**config.mk**
```make
export PLATFORM = sky130hd
export DESIGN_NAME = sysex_seven_bit_packer
export DESIGN_NICKNAME = d
export VERILOG_FILES = /design/src/sv/sxp_pkg.sv /design/src/sv/sxp_cfg.sv /design/src/sv/sxp_core.sv /design/src/sv/sxp_serializer.sv /design/src/sv/sysex_seven_bit_packer.sv
export SDC_FILE = /design/constraint.sdc
export NUM_CORES = 1
export LEC_CHECK = 0
export BUFFER_PORTS_ARGS = -buffer_cell sky130_fd_sc_hd__buf_4
export CAP_MARGIN = 5
export CORE_MARGIN = 8
export CORE_UTILIZATION = 53
export DETAILED_ROUTE_END_ITERATION = 8
export PLACE_DENSITY = 0.73
export SLEW_MARGIN = 5
export SYNTH_ARGS = -nofsm -noshare
export SYNTH_HDL_FRONTEND = slang
export SYNTH_SLANG_ARGS = --single-unit
```
**constraint.sdc**
```tcl
create_clock -name i_clk -period 5.8 [get_ports i_clk]
set_input_delay 0.87 -clock i_clk [delete_from_list [all_inputs] [get_ports i_clk]]
set_output_delay 0.87 -clock i_clk [all_outputs]
set_load 0.1 [all_outputs]
```
**src/sv/sxp_pkg.sv**
```systemverilog
`timescale 1ns / 1ps
`default_nettype none

package sxp_pkg;

    localparam int GROUP_N = 7;
    localparam int NCFG    = 6;
    localparam int HDR_N   = 7;
    localparam int CFG_IDX_W = 3;

    localparam logic [7:0] SX_START = 8'hF0;
    localparam logic [7:0] SX_END   = 8'hF7;

    typedef logic [NCFG-1:0][6:0] t_cfg;

    localparam t_cfg CFG_RESET = {7'h00, 7'h05, 7'h01, 7'h02, 7'h03, 7'h7D};

    typedef struct packed {
        logic                   hdr;
        logic [2:0]             grp_n;
        logic [6:0]             prefix;
        logic [GROUP_N-1:0][6:0] data;
        logic                   trl;
    } t_desc;

endpackage

`default_nettype wire

```
**src/sv/sxp_cfg.sv**
```systemverilog
`timescale 1ns / 1ps
`default_nettype none

module sxp_cfg (
    input  wire logic          i_clk,
    input  wire logic          i_rst_n,
    input  wire logic          psel,
    input  wire logic          penable,
    input  wire logic          pwrite,
    input  wire logic [4:0]    paddr,
    input  wire logic [31:0]   pwdata,
    output logic      [31:0]   prdata,
    output logic               pready,
    output sxp_pkg::t_cfg      o_cfg
);
    import sxp_pkg::*;

    t_cfg                 r_cfg;
    logic [CFG_IDX_W-1:0] w_idx;
    logic                 w_hit;

    assign w_idx  = paddr[4:2];
    assign w_hit  = (w_idx < CFG_IDX_W'(NCFG));
    assign pready = 1'b1;
    assign o_cfg  = r_cfg;

    always_comb begin
        prdata = '0;
        if (w_hit) begin
            prdata = {25'b0, r_cfg[w_idx]};
        end
    end

    always_ff @(posedge i_clk) begin
        if (!i_rst_n) begin
            r_cfg <= CFG_RESET;
        end else if (psel && penable && pwrite && pready && w_hit) begin
            r_cfg[w_idx] <= pwdata[6:0];
        end
    end

endmodule

`default_nettype wire

```
**src/sv/sxp_core.sv**
```systemverilog
`timescale 1ns / 1ps
`default_nettype none

module sxp_core (
    input  wire logic        i_clk,
    input  wire logic        i_rst_n,
    input  wire logic        i_valid,
    output logic             o_ready,
    input  wire logic [7:0]  i_data_byte,
    input  wire logic        i_last_byte,
    input  wire logic        i_slot_free,
    output logic             o_load,
    output sxp_pkg::t_desc   o_desc
);
    import sxp_pkg::*;

    logic                    r_in_valid;
    logic [7:0]              r_in_data;
    logic                    r_in_last;

    logic [GROUP_N-1:0][6:0] r_group_store;
    logic [6:0]              r_high_bits;
    logic [2:0]              r_fill_count;
    logic                    r_header_sent;

    logic [6:0]              n_high_bits;
    logic [2:0]              w_pos1;
    logic                    w_complete;
    logic                    w_produce;
    logic                    w_adv;

    assign n_high_bits = r_high_bits | ({6'b0, r_in_data[7]} << r_fill_count);
    assign w_pos1      = r_fill_count + 3'd1;
    assign w_complete  = (w_pos1 == 3'(GROUP_N)) || r_in_last;
    assign w_produce   = !r_header_sent || w_complete;
    assign w_adv       = r_in_valid && (!w_produce || i_slot_free);
    assign o_ready     = !r_in_valid || w_adv;
    assign o_load      = w_adv && w_produce;

    always_comb begin
        o_desc.hdr    = !r_header_sent;
        o_desc.grp_n  = w_complete ? w_pos1 : 3'd0;
        o_desc.prefix = n_high_bits;
        o_desc.trl    = r_in_last;
        for (int k = 0; k < GROUP_N; k++) begin
            o_desc.data[k] = (3'(k) == r_fill_count) ? r_in_data[6:0] : r_group_store[k];
        end
    end

    always_ff @(posedge i_clk) begin
        if (!i_rst_n) begin
            r_in_valid    <= 1'b0;
            r_high_bits   <= '0;
            r_fill_count  <= '0;
            r_header_sent <= 1'b0;
        end else begin
            if (o_ready) begin
                r_in_valid <= i_valid;
            end
            if (w_adv) begin
                r_high_bits   <= w_complete ? 7'd0 : n_high_bits;
                r_fill_count  <= w_complete ? 3'd0 : w_pos1;
                r_header_sent <= !r_in_last;
            end
        end
    end

    always_ff @(posedge i_clk) begin
        if (o_ready && i_valid) begin
            r_in_data <= i_data_byte;
            r_in_last <= i_last_byte;
        end
        if (w_adv) begin
            r_group_store[r_fill_count] <= r_in_data[6:0];
        end
    end

endmodule

`default_nettype wire

```
**src/sv/sxp_serializer.sv**
```systemverilog
`timescale 1ns / 1ps
`default_nettype none

module sxp_serializer (
    input  wire logic          i_clk,
    input  wire logic          i_rst_n,
    input  wire logic          i_load,
    input  sxp_pkg::t_desc     i_desc,
    input  sxp_pkg::t_cfg      i_cfg,
    output logic               o_slot_free,
    output logic               o_valid,
    input  wire logic          i_ready,
    output logic [7:0]         o_out_byte,
    output logic               o_run_end
);
    import sxp_pkg::*;

    logic       r_valid;
    t_desc      r_desc;
    logic [3:0] r_idx;
    logic [3:0] r_last_idx;

    logic [4:0] n_len;
    logic [3:0] w_j;
    logic       w_final;

    assign n_len = (i_desc.hdr ? 5'(HDR_N) : 5'd0)
                 + ((i_desc.grp_n != 3'd0) ? {2'b0, i_desc.grp_n} + 5'd1 : 5'd0)
                 + {4'b0, i_desc.trl};

    assign w_final     = (r_idx == r_last_idx);
    assign o_valid     = r_valid;
    assign o_run_end   = w_final;
    assign o_slot_free = !r_valid || (i_ready && w_final);
    assign w_j         = r_desc.hdr ? r_idx - 4'(HDR_N) : r_idx;

    always_comb begin
        if (r_desc.hdr && (r_idx < 4'(HDR_N))) begin
            if (r_idx == 4'd0) begin
                o_out_byte = SX_START;
            end else begin
                o_out_byte = {1'b0, i_cfg[3'(r_idx - 4'd1)]};
            end
        end else if ((r_desc.grp_n != 3'd0) && (w_j == 4'd0)) begin
            o_out_byte = {1'b0, r_desc.prefix};
        end else if (w_j <= {1'b0, r_desc.grp_n}) begin
            o_out_byte = {1'b0, r_desc.data[3'(w_j - 4'd1)]};
        end else begin
            o_out_byte = SX_END;
        end
    end

    always_ff @(posedge i_clk) begin
        if (!i_rst_n) begin
            r_valid <= 1'b0;
            r_idx   <= '0;
        end else if (i_load) begin
            r_valid <= 1'b1;
            r_idx   <= '0;
        end else if (r_valid && i_ready) begin
            if (w_final) begin
                r_valid <= 1'b0;
            end else begin
                r_idx <= r_idx + 4'd1;
            end
        end
    end

    always_ff @(posedge i_clk) begin
        if (i_load) begin
            r_desc     <= i_desc;
            r_last_idx <= 4'(n_len - 5'd1);
        end
    end

    a_load_when_free: assert property (@(posedge i_clk) disable iff (!i_rst_n)
        i_load |-> o_slot_free)
        else $error("descriptor loaded while previous request still pending");

    a_idx_bound: assert property (@(posedge i_clk) disable iff (!i_rst_n)
        r_valid |-> (r_idx <= r_last_idx))
        else $error("byte index ran past end of descriptor");

    a_drop_after_end: assert property (@(posedge i_clk) disable iff (!i_rst_n)
        (r_valid && i_ready && w_final && !i_load) |=> !r_valid)
        else $error("output stayed valid after final byte");

    a_stall_hold: assert property (@(posedge i_clk) disable iff (!i_rst_n)
        (r_valid && !i_ready) |=> (r_valid && $stable(r_idx)))
        else $error("byte index moved during stall");

endmodule

`default_nettype wire

```
**src/sv/sysex_seven_bit_packer.sv**
```systemverilog
`timescale 1ns / 1ps
`default_nettype none

// Channel   Handshake          Payload                      Direction
// input     i_valid / o_ready  i_data_byte, i_last_byte     in
// output    o_valid / i_ready  o_out_byte, o_run_end        out
// config    psel / penable     paddr, pwdata, prdata        APB
//
// One output byte per cycle while i_ready is high; a request that produces no bytes
// moves on without waiting, one that produces 3 to 10 bytes (set by the serializer)
// waits in the input register for a free slot, then loads the descriptor register.
// Reset is synchronous and active low; configuration returns to defaults.
// A stalled output holds its byte; input requests that produce no bytes still move on.

module sysex_seven_bit_packer (
    input  wire logic        i_clk,
    input  wire logic        i_rst_n,
    input  wire logic        i_valid,
    output logic             o_ready,
    input  wire logic [7:0]  i_data_byte,
    input  wire logic        i_last_byte,
    output logic             o_valid,
    input  wire logic        i_ready,
    output logic [7:0]       o_out_byte,
    output logic             o_run_end,
    input  wire logic        psel,
    input  wire logic        penable,
    input  wire logic        pwrite,
    input  wire logic [4:0]  paddr,
    input  wire logic [31:0] pwdata,
    output logic      [31:0] prdata,
    output logic             pready
);
    import sxp_pkg::*;

    t_cfg  w_cfg;
    t_desc w_desc;
    logic  w_load;
    logic  w_slot_free;

    sxp_cfg u_cfg (
        .i_clk   (i_clk),
        .i_rst_n (i_rst_n),
        .psel    (psel),
        .penable (penable),
        .pwrite  (pwrite),
        .paddr   (paddr),
        .pwdata  (pwdata),
        .prdata  (prdata),
        .pready  (pready),
        .o_cfg   (w_cfg)
    );

    sxp_core u_core (
        .i_clk       (i_clk),
        .i_rst_n     (i_rst_n),
        .i_valid     (i_valid),
        .o_ready     (o_ready),
        .i_data_byte (i_data_byte),
        .i_last_byte (i_last_byte),
        .i_slot_free (w_slot_free),
        .o_load      (w_load),
        .o_desc      (w_desc)
    );

    sxp_serializer u_ser (
        .i_clk       (i_clk),
        .i_rst_n     (i_rst_n),
        .i_load      (w_load),
        .i_desc      (w_desc),
        .i_cfg       (w_cfg),
        .o_slot_free (w_slot_free),
        .o_valid     (o_valid),
        .i_ready     (i_ready),
        .o_out_byte  (o_out_byte),
        .o_run_end   (o_run_end)
    );

endmodule

`default_nettype wire

```
==> impl_metrics.env, run 1 <==
export IMPL_min_path_type="reg -> reg"
export IMPL_dieArea_um2=21000
export IMPL_io_buffers=43
export IMPL_pwr_density_cell_nw_per_um2=305
export IMPL_fin_skew_ns=0.00898
export IMPL_holdBufCountCts=0
export IMPL_ys_warn_count=0
export IMPL_grt_use_met1=0.220
export IMPL_maxSlewViolCount=0
export IMPL_drc_errors=0
export IMPL_use_met3=0.0374
export IMPL_drt_pass1_iter_count=5
export IMPL_gp_congestion=0.829
export IMPL_ys_async_sr_fraction=0
export IMPL_setup_viol=0
export IMPL_htreeDepth=4
export IMPL_area_growth_pct=11.1
export IMPL_cts_buffers=17
export IMPL_ys_ff_latch=181
export IMPL_initial_core_util=0.536
export IMPL_ys_seq_area_frac=0.551
export IMPL_rsz0062_at_grt="no"
export IMPL_setup_tns_ns=0
export IMPL_p_comb_frac=0.132
export IMPL_grt_max_degree=34
export IMPL_yosysUniqueCellTypes=62
export IMPL_num_rows=47
export IMPL_netlist_instances=698
export IMPL_dp_hpwl_um=12800
export IMPL_chipWidth_um=145
export IMPL_clockBufferDepth=2
export IMPL_grt_usage=0.181
export IMPL_clk_pin_slew_ns=0.07
export IMPL_cts_root_buf="clkbuf_16"
export IMPL_core_area_um2=16400
export IMPL_post_drt_wl_per_cell_um=18.8
export IMPL_viasPerCell=5.66
export IMPL_avgSynthCellArea_um2=12.6
export IMPL_drive_above_1_share=0.225
export IMPL_fin_crit_sh=0.842
export IMPL_vias=5447
export IMPL_worstSkewPairLatency_ns=0.43
export IMPL_maxCapViolCount=0
export IMPL_p_leak_nw=3.65
export IMPL_n_antenna_cell=0
export IMPL_startpoint_type="flop"
export IMPL_grt_pass1_wl_um=29200
export IMPL_cp_arrival_ns=4.01
export IMPL_clkSinkCount=181
export IMPL_num_fill_cells=1291
export IMPL_synth_enable_flop_cells=122
export IMPL_synth_area_leaders="edfxtp_1, dfxtp_1, mux2i_1"
export IMPL_crit_path_end_kind="output pin"
export IMPL_fmax_mhz=205
export IMPL_clockPowerShare=0.384
export IMPL_p_switching_mw=0.837
export IMPL_grtUsageMet2=0.311
export IMPL_swShare=0.281
export IMPL_tritoncts="yes"
export IMPL_worst_slew_pin_transition_ns=1.20
export IMPL_ctsResizeCount=0
export IMPL_cp_max_fo=19
export IMPL_seq_power_share=0.484
export IMPL_cts_setup_buffers=0
export IMPL_drt_iter0_drc=322
export IMPL_synth_area_leader_cell="edfxtp_1"
export IMPL_synth_cell_area_um2=8790
export IMPL_grt_pass1_vias=5538
export IMPL_synth_top_area_share=0.417
export IMPL_ant_nets=0
export IMPL_synth_main_ff_cell="edfxtp_1"
export IMPL_io_pins=97
export IMPL_overflow=0
export IMPL_nets=802
export IMPL_busiest_layer="met2"
export IMPL_hold_viol_final=0
export IMPL_die_h_um=145
export IMPL_min_period_ns=4.88
export IMPL_antenna_found_initial=0
export IMPL_internal_power_mw=2.15
export IMPL_slew_headroom=0.192
export IMPL_routed_wl_um=18100
export IMPL_status="completed"
export IMPL_critPathKind="reg -> out"
export IMPL_max_vdd_ir_drop_mv=0.212
export IMPL_final_util=0.596
export IMPL_cp_required_ns=4.93
export IMPL_power_mw=2.98
[power by group through the flow]
| stage | registers, mW | clock network, mW | logic (mW) |
|---|---|---|---|
| 4_1_cts | 1.44 | 1.16 | 0.396 |
| 3_5_place_dp | 1.47 | 0 | 0.395 |
| 5_1_grt | 1.45 | 1.21 | 0.417 |
| 2_1_floorplan | 1.47 | 0 | 0.323 |
| 3_3_place_gp | 1.47 | 0 | 0.386 |
| 6_report | 1.44 | 1.14 | 0.395 |
[synth_stat cells (3+ instances only)]
cell type and instances:
nand2b_1 7, nor3_1 5, or2_2 6, or3_1 3
a221o_1 6, edfxtp_1 122, a21oi_1 18, and2_1 4
and3_1 3, a221oi_1 3, nand2_1 43, inv_1 31
o22ai_1 7, nor2_1 55, mux2_2 54, xnor2_1 9
nor2b_1 9, nand3_1 20, o31ai_1 5, buf_2 4
o21ai_0 10, mux2i_1 73, dfxtp_1 59, mux4_2 17
a211oi_1 4, ha_1 19, buf_4 28, clkbuf_1 26
o21bai_1 3
[layout by cell type (no fill, tap or decap), types with 4 or more instances in the layout]
cell type  netlist  routed
or2_2            6       6
nand2_1         43      43
buf_4           28      49
inv_6            0       4
xnor2_1          9       9
o22ai_1          7       7
inv_8            0       5
o21ai_0         10      10
edfxtp_1       122     122
inv_1           31      31
a21oi_1         18      18
nand2b_1         7       7
mux2i_1         73      73
nor3_1           5       5
clkbuf_16        0      17
o31ai_1          5       5
and2_1           4       4
nand3_1         20      20
nor2b_1          9       9
a221o_1          6       6
mux4_2          17      17
conb_1           2      26
ha_1            19      19
nor2_1          55      54
a211oi_1         4       4
mux2_2          54      54
dfxtp_1         59      59
[registers in the layout, summed over array words and instances (netlist names)]
signal and count:
u_core.r_fill_count 3, u_ser.o_valid 1, u_core.r_header_sent 1, u_cfg.o_cfg 42, u_ser.r_desc 60, u_ser.r_idx 4, u_ser.r_last_idx 4, u_core.r_in_data 8
u_core.r_in_last 1, u_core.r_high_bits 7, u_core.r_group_store 49, u_core.r_in_valid 1
[worst max-delay path: stages, from the launching register on]
cell and delay, ns:
dfxtp_1 0.54, inv_1 0.08, ha_1 0.31, nand2_1 0.06
o21ai_0 0.14, inv_1 0.11, ha_1 0.91, buf_4 0.25
nand2_1 0.05, mux2i_1 0.13, mux2i_1 0.14, a221o_1 0.32
o21ai_0 0.16, buf_4 0.37
[per-layer routing]
layer / vias up / wire length (µm)
met4: 0 / 282
met3: 25 / 1010
met5: - / 0
met2: 154 / 9030
met1: 2690 / 7770
li1: 2578 / -
[through the flow]
step,instances,worst slack (ns),hold slack (ns),area [µm²]
6_report,962,0.916,0.469,9770
5_1_grt,962,0.689,0.499,9770
4_1_cts,962,0.881,0.470,9770
3_5_place_dp,930,1.35,0.461,9190
3_3_place_gp,930,1.48,0.448,9190
2_1_floorplan,722,0.364,0.441,8880
[cell families after synthesis]
group           Yosys count  synth area share
simple gates            169            0.0919
fa+ha+maj                20            0.0293
other cells               2          0.000854
compound gates           77            0.0610
flops                   181             0.551
xor+xnor                 13            0.0168
buf+inv                  92            0.0535
mux                     144             0.196
[worst paths after layout]
| path | from | to | slack [ns] | cells after the start |
|---|---|---|---|---|
| setup reg to reg | u_core.r_fill_count[0] | u_core.r_group_store[32] | 2.16 | 7 |
| hold reg to reg | u_core.r_high_bits[4] | u_core.r_high_bits[4] | 0.47 | 2 |
| setup / recovery | u_ser.r_idx[0] | o_out_byte[4] | 0.92 | 13 |
| hold / removal | u_core.r_high_bits[4] | u_core.r_high_bits[4] | 0.47 | 2 |
[area by class of cell]
class	instances	area, µm²	share of cell area
clock buffer	18	429	0.0439
multi-input combinational	449	3580	0.367
timing repair buffer	49	368	0.0376
sequential	181	4840	0.496
inverter	31	116	0.0119
tap	220	275	0.0282
clock inverter	14	158	0.0161
Power figures use the tool's default switching activity.
==> inputs of run 2 (changes only) <==
- clock period: 5.8 -> 5.1 ns (I/O delays scaled with it)
==> impl_metrics.env, run 2 (same netlist as run 1, synthesis figures left out) <==
export IMPL_worstReg2RegStart="u_core.r_fill_count[0]"
export IMPL_status="completed"
export IMPL_overflow=0
export IMPL_drt_pass1_iter_count=5
export IMPL_rrSetupSlack_ns=1.52
export IMPL_drc_errors=0
export IMPL_antenna_found_initial=0
export IMPL_max_vdd_ir_drop_mv=0.234
export IMPL_cpLargestDelayFamily="buffers and inverters"
export IMPL_crit_chain="inv_1, ha_1, nand2_1, o21ai_0, inv_1, ha_1, buf_4, mux4_2, mux2i_1, a221oi_1, a221o_1, buf_4"
export IMPL_maxCapViolCount=0
export IMPL_dp_cells=933
export IMPL_worst_slew_pin_transition_ns=1.09
export IMPL_cts_setup_buffers=0
export IMPL_maxSlewViolCount=0
export IMPL_post_drt_wl_per_cell_um=18.8
export IMPL_cp_arrival_ns=3.65
export IMPL_cp_required_ns=4.34
export IMPL_dieArea_um2=21000
export IMPL_worstHoldStart="u_core.r_high_bits[0]"
export IMPL_seq_power_share=0.478
export IMPL_drt_iter0_drc=352
export IMPL_clk_pin_slew_ns=0.07
export IMPL_slew_headroom=0.266
export IMPL_ctsResizeCount=0
export IMPL_setup_viol=0
export IMPL_fmax_mhz=226
export IMPL_critPathSlowestCell="dfxtp_1"
export IMPL_clockBufferDepth=2
export IMPL_setup_tns_ns=0
export IMPL_hold_viol_final=0
export IMPL_crit_buf_inv=4
export IMPL_io_buffers=43
export IMPL_n_antenna_cell=0
export IMPL_htreeDepth=4
export IMPL_gp_congestion=0.799
export IMPL_critPathMaxStageDelay_ns=0.59
export IMPL_grt_pass1_vias=5505
export IMPL_use_met3=0.0472
export IMPL_reg2regPathDepth=13
export IMPL_nets=805
export IMPL_final_cells=965
export IMPL_dp_hpwl_um=12600
export IMPL_final_util=0.598
export IMPL_startpoint_type="flop"
export IMPL_grtUsageMet2=0.308
export IMPL_fin_crit_sh=0.867
export IMPL_internal_power_mw=2.49
export IMPL_p_comb_frac=0.131
export IMPL_grt_max_degree=65
export IMPL_clkSinkCount=181
export IMPL_final_common_cell="edfxtp_1"
export IMPL_largest_reg_flops=60
export IMPL_rsz0062_at_grt="no"
export IMPL_num_rows=47
export IMPL_busiest_layer="met2"
export IMPL_die_h_um=145
export IMPL_rr_endpoint="u_ser.r_last_idx[3]"
export IMPL_grt_usage=0.179
export IMPL_critPathKind="reg -> out"
export IMPL_min_period_ns=4.42
export IMPL_fin_skew_ns=0.00918
export IMPL_cts_buffers=17
export IMPL_crit_path_end_kind="output pin"
export IMPL_holdBufCountCts=0
export IMPL_num_fill_cells=1293
export IMPL_io_pins=97
export IMPL_initial_core_util=0.536
export IMPL_regMostFlops="u_ser.r_desc"
export IMPL_vias=5473
export IMPL_ant_nets=0
export IMPL_mostFrequentLayoutCells="edfxtp_1, mux2i_1, dfxtp_1"
export IMPL_grt_pass1_wl_um=28500
export IMPL_swShare=0.276
export IMPL_area_growth_pct=11.6
export IMPL_cp_max_fo=21
export IMPL_pwr_density_cell_nw_per_um2=350
export IMPL_viasPerCell=5.67
export IMPL_cts_root_buf="clkbuf_16"
export IMPL_grt_use_met1=0.212
export IMPL_p_switching_mw=0.947
export IMPL_hold_path_endpoint="u_core.r_high_bits[0]"
export IMPL_chipWidth_um=145
export IMPL_core_area_um2=16400
export IMPL_min_path_type="reg -> reg"
export IMPL_drive_above_1_share=0.231
export IMPL_worstSkewPairLatency_ns=0.43
export IMPL_routed_wl_um=18100
export IMPL_min_path_cells=2
export IMPL_tritoncts="yes"
export IMPL_clockPowerShare=0.391
export IMPL_p_leak_nw=3.68
## run 2: changes by cell type in the layout (fill, tap and decap cells not counted), sizes merged
cell and delta:
buf +3, inv +1, clkinv -2, bufinv +1
## run 2: cell type report
type                    count  area, µm²  share of cell area
clock buffers              18        429              0.0437
multi-input cells         449       3590               0.365
flip-flops and latches    181       4840               0.493
inverters                  31        116              0.0119
clock inverters            14        176              0.0180
repair buffers             52        390              0.0398
well taps                 220        275              0.0280
## run 2: metal layers
metal | vias to the layer above | wire length (µm) | share of wire
li1 | 2580 | - | -
met1 | 2712 | 7600 | 0.42
met2 | 157 | 9150 | 0.50
met3 | 24 | 1130 | 0.062
met4 | 0 | 240 | 0.013
met5 | - | 0 | 0
## run 2: stage by stage
step	power, mW	hold slack [ns]	instance area, µm²	setup slack [ns]
after floorplan	2.04	0.441	8900	0.256
after global placement	2.11	0.447	9210	1.19
after detailed placement	2.12	0.458	9210	1.11
after CTS	3.46	0.471	9820	0.641
after global routing	3.55	0.482	9820	0.433
final	3.44	0.470	9820	0.681
## run 2: how the worst max path moves through the flow
stage	start	end	slack, ns	depth (start not counted)
2_1_floorplan	u_ser.r_idx[0]	o_out_byte[4]	0.26	14
6_report	u_ser.r_idx[0]	o_out_byte[1]	0.68	12
3_5_place_dp	u_ser.r_idx[0]	o_out_byte[1]	1.11	12
5_1_grt	u_ser.r_idx[0]	o_out_byte[4]	0.43	12
4_1_cts	u_ser.r_idx[0]	o_out_byte[1]	0.64	12
3_3_place_gp	u_ser.r_idx[0]	o_out_byte[1]	1.19	12
## run 2: power by group through the flow
stage	combinational [mW]	clock, mW	sequential, mW
after global routing	0.474	1.42	1.65
after global placement	0.438	0	1.67
after floorplan	0.368	0	1.67
final	0.449	1.34	1.64
after detailed placement	0.449	0	1.68
after CTS	0.450	1.37	1.64
## run 2: worst reg2reg max path: stages (launching register included)
cell and delay [ns]:
dfxtp_1 0.67, inv_1 0.28, ha_1 0.26, nor2b_1 0.14, nor2_1 0.51, nor2_1 0.13, o22ai_1 0.17, ha_1 0.23
inv_1 0.06, ha_1 0.26, a21o_1 0.18, a21oi_1 0.18, xnor2_1 0.16, xnor2_1 0.09
